$ cat src/hdl/srf_pkg.sv
package srf_pkg;

  localparam int WORD_WIDTH_DEF    = 32;
  localparam int FRACTION_BITS_DEF = 16;

  localparam int IO_W       = 32;
  localparam int ITER_W     = 10;
  localparam int TOL_W      = 31;
  localparam int OFFC_W     = 31;
  localparam int CFG_IDX_W  = 2;
  localparam int CFG_DATA_W = 32;

  localparam logic [ITER_W-1:0] MAX_ITER_RST = 10'd20;
  localparam logic [TOL_W-1:0]  TOL_RST      = 31'd66;
  localparam logic [OFFC_W-1:0] OFFC_RST     = 31'd262144;

  typedef enum logic [CFG_IDX_W-1:0] {
    REG_MAX_ITER  = 2'd0,
    REG_TOLERANCE = 2'd1,
    REG_OFFSET    = 2'd2
  } cfg_reg_t;

  typedef enum logic [1:0] {
    STAT_CONVERGED   = 2'd0,
    STAT_SMALL_DENOM = 2'd1,
    STAT_LIMIT       = 2'd2
  } status_t;

  typedef enum logic [3:0] {
    ST_IDLE,
    ST_SQ0,
    ST_SQ0_WAIT,
    ST_SQ1,
    ST_SQ1_WAIT,
    ST_CHECK,
    ST_MUL_WAIT,
    ST_DIV,
    ST_DIV_WAIT,
    ST_STEP,
    ST_DONE
  } state_t;

  typedef enum logic {
    OP_MUL,
    OP_DIV
  } mdu_op_t;

  typedef struct packed {
    logic    start;
    mdu_op_t op;
  } mdu_cmd_t;

  typedef struct packed {
    logic              done;
    status_t           status;
    logic [ITER_W-1:0] used;
  } srf_info_t;

endpackage

$ cat src/hdl/srf_mdu.sv
// Shared bit-serial multiply / divide unit built round one adder.
// MUL: a * b, W steps. DIV: held product / divisor, 2W steps, restoring.
module srf_mdu #(
  parameter int W = srf_pkg::WORD_WIDTH_DEF
) (
  input  logic             clk,
  input  logic             rst_n,
  input  srf_pkg::mdu_cmd_t cmd,
  input  logic [W-1:0]     op_a,
  input  logic [W-1:0]     op_b,
  input  logic [W-1:0]     divisor,
  output logic             done,
  output logic [2*W-1:0]   prod,
  output logic [2*W-1:0]   quot
);

  localparam int PW   = 2 * W;
  localparam int CNTW = $clog2(PW + 1);

  logic [W-1:0]      hi_r, hi_nxt;
  logic [PW-1:0]     lo_r, lo_nxt;
  logic [W-1:0]      a_r, a_nxt;
  srf_pkg::mdu_op_t  op_r, op_nxt;
  logic [CNTW-1:0]   cnt_r, cnt_nxt;
  logic              run_r, run_nxt;
  logic              done_r, done_nxt;

  logic              sub;
  logic [W:0]        add_x;
  logic [W+1:0]      add_y;
  logic [W+1:0]      sum;
  logic              ge;

  // one adder: accumulate for MUL, trial subtract for DIV
  always_comb begin
    sub   = (op_r == srf_pkg::OP_DIV);
    if (sub) begin
      add_x = {hi_r, lo_r[PW-1]};
      add_y = {2'b00, a_r};
    end else begin
      add_x = {1'b0, hi_r};
      add_y = lo_r[0] ? {2'b00, a_r} : '0;
    end
    sum = {1'b0, add_x} + (sub ? ~add_y : add_y) + (W+2)'(sub);
    ge  = ~sum[W+1];
  end

  always_comb begin
    hi_nxt   = hi_r;
    lo_nxt   = lo_r;
    a_nxt    = a_r;
    op_nxt   = op_r;
    cnt_nxt  = cnt_r;
    run_nxt  = run_r;
    done_nxt = 1'b0;
    if (cmd.start) begin
      op_nxt  = cmd.op;
      run_nxt = 1'b1;
      hi_nxt  = '0;
      if (cmd.op == srf_pkg::OP_DIV) begin
        lo_nxt  = {hi_r, lo_r[W-1:0]};
        a_nxt   = divisor;
        cnt_nxt = CNTW'(PW);
      end else begin
        lo_nxt  = {{W{1'b0}}, op_b};
        a_nxt   = op_a;
        cnt_nxt = CNTW'(W);
      end
    end else if (run_r) begin
      if (sub) begin
        hi_nxt = ge ? sum[W-1:0] : add_x[W-1:0];
        lo_nxt = {lo_r[PW-2:0], ge};
      end else begin
        hi_nxt = sum[W:1];
        lo_nxt = {lo_r[PW-1:W], sum[0], lo_r[W-1:1]};
      end
      cnt_nxt = cnt_r - 1'b1;
      if (cnt_r == CNTW'(1)) begin
        run_nxt  = 1'b0;
        done_nxt = 1'b1;
      end
    end
  end

  always_ff @(posedge clk) begin
    if (!rst_n) begin
      run_r  <= 1'b0;
      done_r <= 1'b0;
      cnt_r  <= '0;
      op_r   <= srf_pkg::OP_MUL;
    end else begin
      run_r  <= run_nxt;
      done_r <= done_nxt;
      cnt_r  <= cnt_nxt;
      op_r   <= op_nxt;
    end
  end

  always_ff @(posedge clk) begin
    hi_r <= hi_nxt;
    lo_r <= lo_nxt;
    a_r  <= a_nxt;
  end

  assign done = done_r;
  assign prod = {hi_r, lo_r[W-1:0]};
  assign quot = lo_r;

endmodule

$ cat src/hdl/srf_seq.sv
// Secant sequencer: saturating arithmetic around the shared mul/div unit.
module srf_seq #(
  parameter int W = srf_pkg::WORD_WIDTH_DEF,
  parameter int F = srf_pkg::FRACTION_BITS_DEF
) (
  input  logic                        clk,
  input  logic                        rst_n,
  input  logic                        start,
  input  logic signed [W-1:0]         x0_in,
  input  logic signed [W-1:0]         x1_in,
  input  logic signed [W-1:0]         c,
  input  logic [srf_pkg::TOL_W-1:0]   tol,
  input  logic [srf_pkg::ITER_W-1:0]  max_iter,
  output logic                        busy,
  output srf_pkg::srf_info_t          info,
  output logic signed [W-1:0]         root
);

  localparam int PW = 2 * W;
  localparam int CW = (W > srf_pkg::TOL_W) ? W : srf_pkg::TOL_W;
  localparam logic signed [W-1:0] MAXV = {1'b0, {(W-1){1'b1}}};
  localparam logic signed [W-1:0] MINV = {1'b1, {(W-1){1'b0}}};

  function automatic logic signed [W-1:0] ssub(input logic signed [W-1:0] a,
                                               input logic signed [W-1:0] b);
    logic [W:0] e;
    e = {a[W-1], a} - {b[W-1], b};
    if (e[W] != e[W-1]) ssub = e[W] ? MINV : MAXV;
    else ssub = e[W-1:0];
  endfunction

  function automatic logic [W-1:0] magof(input logic signed [W-1:0] a);
    magof = a[W-1] ? (~a + 1'b1) : a;
  endfunction

  srf_pkg::state_t state_r, state_nxt;

  logic signed [W-1:0]        x0_r, x0_nxt, x1_r, x1_nxt;
  logic signed [W-1:0]        f0_r, f0_nxt, f1_r, f1_nxt;
  logic signed [W-1:0]        t_r, t_nxt;
  logic [W-1:0]               dm_r, dm_nxt;
  logic                       neg_r, neg_nxt;
  logic [srf_pkg::ITER_W-1:0] iter_r, iter_nxt;
  srf_pkg::status_t           status_r, status_nxt;

  srf_pkg::mdu_cmd_t          mdu_cmd;
  logic [W-1:0]               mdu_a, mdu_b;
  logic                       mdu_done;
  logic [PW-1:0]              mdu_prod, mdu_quot;

  logic [PW-1:0]              sq_sh;
  logic signed [W-1:0]        sq_sat, fsq;
  logic signed [W-1:0]        chk_d, chk_diff;
  logic [W-1:0]               chk_dm;
  logic                       chk_small, chk_neg;
  logic                       q_big;
  logic signed [W-1:0]        t_val, step_x2;
  logic                       step_conv;

  srf_mdu #(.W(W)) u_mdu (
    .clk     (clk),
    .rst_n   (rst_n),
    .cmd     (mdu_cmd),
    .op_a    (mdu_a),
    .op_b    (mdu_b),
    .divisor (dm_r),
    .done    (mdu_done),
    .prod    (mdu_prod),
    .quot    (mdu_quot)
  );

  always_comb begin
    // square: magnitude truncated, then f = x*x - c
    sq_sh  = mdu_prod >> F;
    sq_sat = (|sq_sh[PW-1:W-1]) ? MAXV : sq_sh[W-1:0];
    fsq    = ssub(sq_sat, c);

    chk_d     = ssub(f1_r, f0_r);
    chk_dm    = magof(chk_d);
    chk_small = (CW'(chk_dm) < CW'(tol)) || (chk_dm == '0);
    chk_diff  = ssub(x1_r, x0_r);
    chk_neg   = f1_r[W-1] ^ chk_diff[W-1] ^ chk_d[W-1];

    q_big = |mdu_quot[PW-1:W-1];
    if (neg_r) t_val = q_big ? MINV : -mdu_quot[W-1:0];
    else t_val = q_big ? MAXV : mdu_quot[W-1:0];

    step_x2   = ssub(x1_r, t_r);
    step_conv = CW'(magof(ssub(step_x2, x1_r))) < CW'(tol);
  end

  // next state
  always_comb begin
    state_nxt = state_r;
    unique case (state_r)
      srf_pkg::ST_IDLE: begin
        if (start) state_nxt = (max_iter == '0) ? srf_pkg::ST_DONE : srf_pkg::ST_SQ0;
      end
      srf_pkg::ST_SQ0:      state_nxt = srf_pkg::ST_SQ0_WAIT;
      srf_pkg::ST_SQ0_WAIT: if (mdu_done) state_nxt = srf_pkg::ST_SQ1;
      srf_pkg::ST_SQ1:      state_nxt = srf_pkg::ST_SQ1_WAIT;
      srf_pkg::ST_SQ1_WAIT: if (mdu_done) state_nxt = srf_pkg::ST_CHECK;
      srf_pkg::ST_CHECK: begin
        state_nxt = chk_small ? srf_pkg::ST_DONE : srf_pkg::ST_MUL_WAIT;
      end
      srf_pkg::ST_MUL_WAIT: if (mdu_done) state_nxt = srf_pkg::ST_DIV;
      srf_pkg::ST_DIV:      state_nxt = srf_pkg::ST_DIV_WAIT;
      srf_pkg::ST_DIV_WAIT: if (mdu_done) state_nxt = srf_pkg::ST_STEP;
      srf_pkg::ST_STEP: begin
        if (step_conv || iter_r == max_iter) state_nxt = srf_pkg::ST_DONE;
        else state_nxt = srf_pkg::ST_SQ1;
      end
      srf_pkg::ST_DONE:     state_nxt = srf_pkg::ST_IDLE;
      default:              state_nxt = srf_pkg::ST_IDLE;
    endcase
  end

  // unit commands and status outputs
  always_comb begin
    mdu_cmd.start = 1'b0;
    mdu_cmd.op    = srf_pkg::OP_MUL;
    mdu_a         = magof(x1_r);
    mdu_b         = magof(x1_r);
    unique case (state_r)
      srf_pkg::ST_SQ0: begin
        mdu_cmd.start = 1'b1;
        mdu_a         = magof(x0_r);
        mdu_b         = magof(x0_r);
      end
      srf_pkg::ST_SQ1: mdu_cmd.start = 1'b1;
      srf_pkg::ST_CHECK: begin
        mdu_cmd.start = ~chk_small;
        mdu_a         = magof(f1_r);
        mdu_b         = magof(chk_diff);
      end
      srf_pkg::ST_DIV: begin
        mdu_cmd.start = 1'b1;
        mdu_cmd.op    = srf_pkg::OP_DIV;
      end
      default: begin
      end
    endcase
    busy        = (state_r != srf_pkg::ST_IDLE);
    info.done   = (state_r == srf_pkg::ST_DONE);
    info.status = status_r;
    info.used   = iter_r;
    root        = x1_r;
  end

  // datapath
  always_comb begin
    x0_nxt     = x0_r;
    x1_nxt     = x1_r;
    f0_nxt     = f0_r;
    f1_nxt     = f1_r;
    t_nxt      = t_r;
    dm_nxt     = dm_r;
    neg_nxt    = neg_r;
    iter_nxt   = iter_r;
    status_nxt = status_r;
    case (state_r)
      srf_pkg::ST_IDLE: begin
        if (start) begin
          x0_nxt     = x0_in;
          x1_nxt     = x1_in;
          iter_nxt   = '0;
          status_nxt = srf_pkg::STAT_LIMIT;
        end
      end
      srf_pkg::ST_SQ0_WAIT: if (mdu_done) f0_nxt = fsq;
      srf_pkg::ST_SQ1_WAIT: if (mdu_done) f1_nxt = fsq;
      srf_pkg::ST_CHECK: begin
        iter_nxt = iter_r + 1'b1;
        dm_nxt   = chk_dm;
        neg_nxt  = chk_neg;
        if (chk_small) status_nxt = srf_pkg::STAT_SMALL_DENOM;
      end
      srf_pkg::ST_DIV_WAIT: if (mdu_done) t_nxt = t_val;
      srf_pkg::ST_STEP: begin
        x1_nxt = step_x2;
        if (step_conv) begin
          status_nxt = srf_pkg::STAT_CONVERGED;
        end else begin
          // old x1 becomes x0, so its f value carries over
          x0_nxt = x1_r;
          f0_nxt = f1_r;
        end
      end
      default: begin
      end
    endcase
  end

  always_ff @(posedge clk) begin
    if (!rst_n) state_r <= srf_pkg::ST_IDLE;
    else state_r <= state_nxt;
  end

  always_ff @(posedge clk) begin
    x0_r     <= x0_nxt;
    x1_r     <= x1_nxt;
    f0_r     <= f0_nxt;
    f1_r     <= f1_nxt;
    t_r      <= t_nxt;
    dm_r     <= dm_nxt;
    neg_r    <= neg_nxt;
    iter_r   <= iter_nxt;
    status_r <= status_nxt;
  end

endmodule

$ cat src/hdl/secant_root_finder.sv
// Secant root finder for f(x) = x*x - c, signed fixed point.
// Input: a word of two guesses is taken at a clock edge with start high and
// busy low. busy stays high until the result has been shown.
// Output: one result word per input, held on the out_ ports for exactly one
// cycle with out_valid high. There is no back-pressure; the receiver must
// take it in that cycle.
// Config: cfg_valid/cfg_ready write channel, cfg_index selects max_iterations,
// tolerance or offset_constant. cfg_ready is always high; write only when
// idle. Unknown indexes are ignored.
// Sequence: one shared bit-serial mul/div unit does all the work. The first
// iteration adds a square of the first guess; each iteration then runs a
// square, a check, a product, a divide and a step in turn. The next word
// can be taken in the cycle after the result is shown, so words are handled
// one at a time; a small denominator stops at the check and cuts the last
// iteration short.
// Reset: synchronous, active low; registers go to 20, 66 and 4.0, and the
// block comes up idle.
module secant_root_finder #(
  parameter int WORD_WIDTH    = srf_pkg::WORD_WIDTH_DEF,
  parameter int FRACTION_BITS = srf_pkg::FRACTION_BITS_DEF
) (
  input  logic                             clk,
  input  logic                             rst_n,
  input  logic                             start,
  output logic                             busy,
  input  logic signed [srf_pkg::IO_W-1:0]  in_guess_first,
  input  logic signed [srf_pkg::IO_W-1:0]  in_guess_second,
  output logic                             out_valid,
  output logic signed [srf_pkg::IO_W-1:0]  out_root_estimate,
  output logic [1:0]                       out_status,
  output logic [srf_pkg::ITER_W-1:0]       out_iterations_used,
  input  logic                             cfg_valid,
  output logic                             cfg_ready,
  input  logic [srf_pkg::CFG_IDX_W-1:0]    cfg_index,
  input  logic [srf_pkg::CFG_DATA_W-1:0]   cfg_data
);

  localparam int W  = WORD_WIDTH;
  localparam int IW = srf_pkg::IO_W;
  localparam logic signed [W-1:0] MAXV = {1'b0, {(W-1){1'b1}}};
  localparam logic signed [W-1:0] MINV = {1'b1, {(W-1){1'b0}}};

  logic [srf_pkg::ITER_W-1:0] max_iter_r;
  logic [srf_pkg::TOL_W-1:0]  tol_r;
  logic [srf_pkg::OFFC_W-1:0] offc_r;

  logic                busy_i, go;
  logic signed [W-1:0] x0_w, x1_w, c_w, root_w;
  srf_pkg::srf_info_t  info;

  assign cfg_ready = 1'b1;

  always_ff @(posedge clk) begin
    if (!rst_n) begin
      max_iter_r <= srf_pkg::MAX_ITER_RST;
      tol_r      <= srf_pkg::TOL_RST;
      offc_r     <= srf_pkg::OFFC_RST;
    end else if (cfg_valid && cfg_ready) begin
      unique case (cfg_index)
        srf_pkg::REG_MAX_ITER:  max_iter_r <= cfg_data[srf_pkg::ITER_W-1:0];
        srf_pkg::REG_TOLERANCE: tol_r      <= cfg_data[srf_pkg::TOL_W-1:0];
        srf_pkg::REG_OFFSET:    offc_r     <= cfg_data[srf_pkg::OFFC_W-1:0];
        default: begin
        end
      endcase
    end
  end

  // port words to internal word width, saturating when narrower
  generate
    if (W >= IW) begin : g_wide_in
      assign x0_w = W'(in_guess_first);
      assign x1_w = W'(in_guess_second);
    end else begin : g_narrow_in
      always_comb begin
        if (!in_guess_first[IW-1] && |in_guess_first[IW-2:W-1]) x0_w = MAXV;
        else if (in_guess_first[IW-1] && !(&in_guess_first[IW-2:W-1])) x0_w = MINV;
        else x0_w = in_guess_first[W-1:0];
        if (!in_guess_second[IW-1] && |in_guess_second[IW-2:W-1]) x1_w = MAXV;
        else if (in_guess_second[IW-1] && !(&in_guess_second[IW-2:W-1])) x1_w = MINV;
        else x1_w = in_guess_second[W-1:0];
      end
    end

    if (W > srf_pkg::OFFC_W) begin : g_wide_c
      assign c_w = W'(offc_r);
    end else begin : g_narrow_c
      assign c_w = (|offc_r[srf_pkg::OFFC_W-1:W-1]) ? MAXV : offc_r[W-1:0];
    end

    if (W <= IW) begin : g_narrow_out
      assign out_root_estimate = IW'(root_w);
    end else begin : g_wide_out
      always_comb begin
        if ((&root_w[W-1:IW-1]) || !(|root_w[W-1:IW-1]))
          out_root_estimate = root_w[IW-1:0];
        else
          out_root_estimate = root_w[W-1] ? {1'b1, {(IW-1){1'b0}}}
                                          : {1'b0, {(IW-1){1'b1}}};
      end
    end
  endgenerate

  assign go   = start & ~busy_i;
  assign busy = busy_i;

  srf_seq #(.W(W), .F(FRACTION_BITS)) u_seq (
    .clk      (clk),
    .rst_n    (rst_n),
    .start    (go),
    .x0_in    (x0_w),
    .x1_in    (x1_w),
    .c        (c_w),
    .tol      (tol_r),
    .max_iter (max_iter_r),
    .busy     (busy_i),
    .info     (info),
    .root     (root_w)
  );

  assign out_valid           = info.done;
  assign out_status          = info.status;
  assign out_iterations_used = info.used;

endmodule

$ cat config.mk
export PLATFORM = sky130hd
export DESIGN_NAME = secant_root_finder
export DESIGN_NICKNAME = d
export VERILOG_FILES = /design/src/hdl/srf_pkg.sv /design/src/hdl/srf_mdu.sv /design/src/hdl/srf_seq.sv /design/src/hdl/secant_root_finder.sv
export SDC_FILE = /design/constraint.sdc
export NUM_CORES = 2
export LEC_CHECK = 0
export BUFFER_PORTS_ARGS = -buffer_cell sky130_fd_sc_hd__buf_2
export CAP_MARGIN = 20
export CORE_UTILIZATION = 55
export CTS_CLUSTER_DIAMETER = 100
export CTS_CLUSTER_SIZE = 10
export DETAILED_ROUTE_END_ITERATION = 8
export PLACE_DENSITY_LB_ADDON = 0.1
export SKIP_CTS_REPAIR_TIMING = 1
export SLEW_MARGIN = 20
export SYNTH_ARGS = -nofsm -noshare
export SYNTH_HDL_FRONTEND = slang
export SYNTH_HIERARCHICAL = 1
export SYNTH_SLANG_ARGS = --single-unit
$ cat constraint.sdc
create_clock -name clk -period 17.5 [get_ports clk]
set_input_delay 1.75 -clock clk [delete_from_list [all_inputs] [get_ports clk]]
set_output_delay 1.75 -clock clk [all_outputs]
set_load 0.005 [all_outputs]
==> results.cfg <==
[critical_path]
setup.worst_path.start_class = register
crit_top_cell = o21ai_0
endpoint_kind = register
worstRegToRegCells = 56
cp_slowest_stage_delay_ps = 770
path_max_fanout = 32
cp.required_ps = 17750
r2r-end = u_seq/f0_r[29]
ff2ff_setup_slack_ps = 2240
worst-endpoint-arrival_ps = 15500
r2r-start = u_seq/root[0]
worstSetupPathType = reg -> reg
crit_path_top_delay_cell = ha_1

[synthesis]
yosys-top-cells-area = edfxtp_1 23%, ha_1 8.5%, dfxtp_1 6.1%, o21ai_0 5.0%, nand2_1 5.0%
synth-edff-count = 301
synthSimpleGateAreaFrac = 0.184
synth.top_cells.by_count = 522 x nand2_1, 393 x o21ai_0, 342 x nor2_1
netlist_area_um2 = 39000
syn_inst = 4701
synth_compound_area_frac = 0.242
ys_types = 114
synth_area_leader_cell = edfxtp_1
synthMuxAreaShare = 0.0627
async_flop_share = 0
yosysTopAreaCellShare = 0.232
yosys.area_share.adder = 0.0922
synth_xor_area_frac = 0.0698
ys_ff_latch = 419
synth_most_common_cell = nand2_1
synth_seq_area_share = 0.292
ys_warn_count = 6
synth_top_family_by_area = compound AO/OA/AOI/OAI gates
syn_avg_cell_area_um2 = 8.30
synth_fp_nets = 5074
synthFlopType = edfxtp_1

[timing]
relSlewSlack = 0.181
report.final.slew_viol_count = 0
max_freq_ghz = 0.0656
worstMarginPinSlew_ps = 1220
finalCriticalPeriod_ps = 15260
skew_ps = 31.1
tns_ps = 0
min_period_over_period = 0.872
setup_violations = 0
rsz0062_at_grt = no
hold_viol = 0

[cts]
cts_made_buffers = 49
cts_root_buf = clkbuf_16
htreeDepth = 2
clk_path_buf_depth = 3
clkSlewWorstSetupHoldPaths_ps = 60
insertion_delay_ps = 620
cts.sinks = 419
cts_tree = done

[layout]
nNetsFinal = 5073
area_delta_synth_final_pct = 7.08
largest_reg_flops = 64
layout-drive-gt1-share = 0.0969

[min_path]
hold_depth = 2
hold_path.class = reg -> reg
worstHoldEndpoint = tol_r[7]
min_from = tol_r[7]

[placement]
io_buffers = 146
dp_hpwl_um = 108000
gp_congestion = 1.03

[die]
core_area_um2 = 70100
pin_count = 149
start_util = 0.556
dieHeight_um = 268
die_w_um = 268
rows = 97
dieArea_um2 = 72000

[flow_run]
drv_cap = 0

[routing]
drc_errors = 0
via_per_inst = 6.48
ant_nets = 0
drt_iter0_markers = 4506
dr.pass1.iters = 6
wl_um = 138000
post_drt_wl_per_cell_um = 24.3
vias = 36800

[global_route]
track_usage = 0.372
grt-ovfl-total = 0
grt_pass1_wl_um = 203000
first_global_vias = 32800
grt_max_degree = 97
antenna_found_initial = 10

[run_status]
status = finished clean
==> cell usage in the layout, fill, tap and decap left out, drive strengths merged, types with 24 or more instances in the layout <==
| cell type | Yosys | layout |
|---|---|---|
| xnor2 | 191 | 191 |
| xor2 | 120 | 120 |
| o21a | 45 | 45 |
| buf | 75 | 203 |
| o21ai | 412 | 412 |
| dfxtp | 118 | 118 |
| a21oi | 260 | 260 |
| o41ai | 29 | 29 |
| nor4 | 38 | 38 |
| a31oi | 58 | 58 |
| a21o | 162 | 162 |
| inv | 272 | 274 |
| nand3 | 87 | 87 |
| nand2b | 94 | 94 |
| nor2b | 45 | 45 |
| mux2 | 109 | 109 |
| clkbuf | 181 | 83 |
| nor2 | 342 | 342 |
| nand2 | 524 | 524 |
| edfxtp | 301 | 301 |
| nand4 | 48 | 48 |
| o31ai | 55 | 55 |
| a22oi | 28 | 28 |
| and3 | 34 | 34 |
| and2 | 33 | 33 |
| o211ai | 48 | 48 |
| o22ai | 33 | 33 |
| ha | 265 | 265 |
| mux2i | 122 | 122 |
| a211oi | 44 | 44 |
| nor3 | 82 | 82 |
| a22o | 42 | 42 |
| or4 | 24 | 24 |
| or3 | 58 | 58 |
==> per-layer routing <==
metal | vias to the layer above | wire [um] | GRT usage
met1 | 17500 | 59800 | 0.534
met4 | 12 | 5300 | 0.136
met2 | 1832 | 57800 | 0.543
met5 | - | 64 | 0
li1 | 17200 | - | -
met3 | 253 | 15100 | 0.0801
==> worst max-delay path, delay by kind of cell (launching register included) <==
kind / cells / cell delay [ps]
simple gates: 12 / 2470
flops: 1 / 500
buf+inv: 6 / 1310
fa+ha+maj: 7 / 2860
xor+xnor: 2 / 280
compound gates: 29 / 7400
==> worst max path at each step <==
stage	from	endpoint	slack, ps
3_3_place_gp	u_seq/root[0]	u_seq/x0_r[8]	2590
5_1_grt	u_seq/root[0]	u_seq/f0_r[26]	1160
4_1_cts	u_seq/root[0]	u_seq/x0_r[31]	2290
3_5_place_dp	u_seq/root[0]	u_seq/x0_r[7]	2410
6_report	u_seq/root[0]	u_seq/f0_r[29]	2240
2_1_floorplan	u_seq/root[0]	u_seq/x0_r[0]	3570
==> cells by family (layout without fill, tap and decap cells) <==
logic type | after synthesis | in the layout
compound gates | 1428 | 1428
xor+xnor | 311 | 311
fa+ha+maj | 287 | 287
buf+inv | 531 | 569
flops | 419 | 419
mux | 231 | 231
other cells | 3 | 6
simple gates | 1491 | 1491
==> through the flow <==
step	util	instances	cell area, um^2	setup WS (ps)	hold WS, ps
after global placement	0.574	5587	40300	2590	442
after floorplan	-	4701	39000	3570	435
final	0.596	5682	41800	2240	456
after CTS	0.595	5677	41700	2290	456
after detailed placement	0.574	5587	40300	2410	448
after global routing	0.596	5679	41800	1160	471
==> layout make-up <==
class / count / area (um^2)
diodes: 3 / 7.51
clock buffers: 83 / 1380
clock inverters: 7 / 91.3
fillers: 6564 / 28400
inverters: 275 / 1030
multi-input cells: 3751 / 25500
flip-flops and latches: 419 / 11400
well taps: 940 / 1180
repair buffers: 204 / 1190
Power is left out: the tool's default activity adds up to more than one toggle a clock period on the data nets, which glitch-free logic cannot reach.
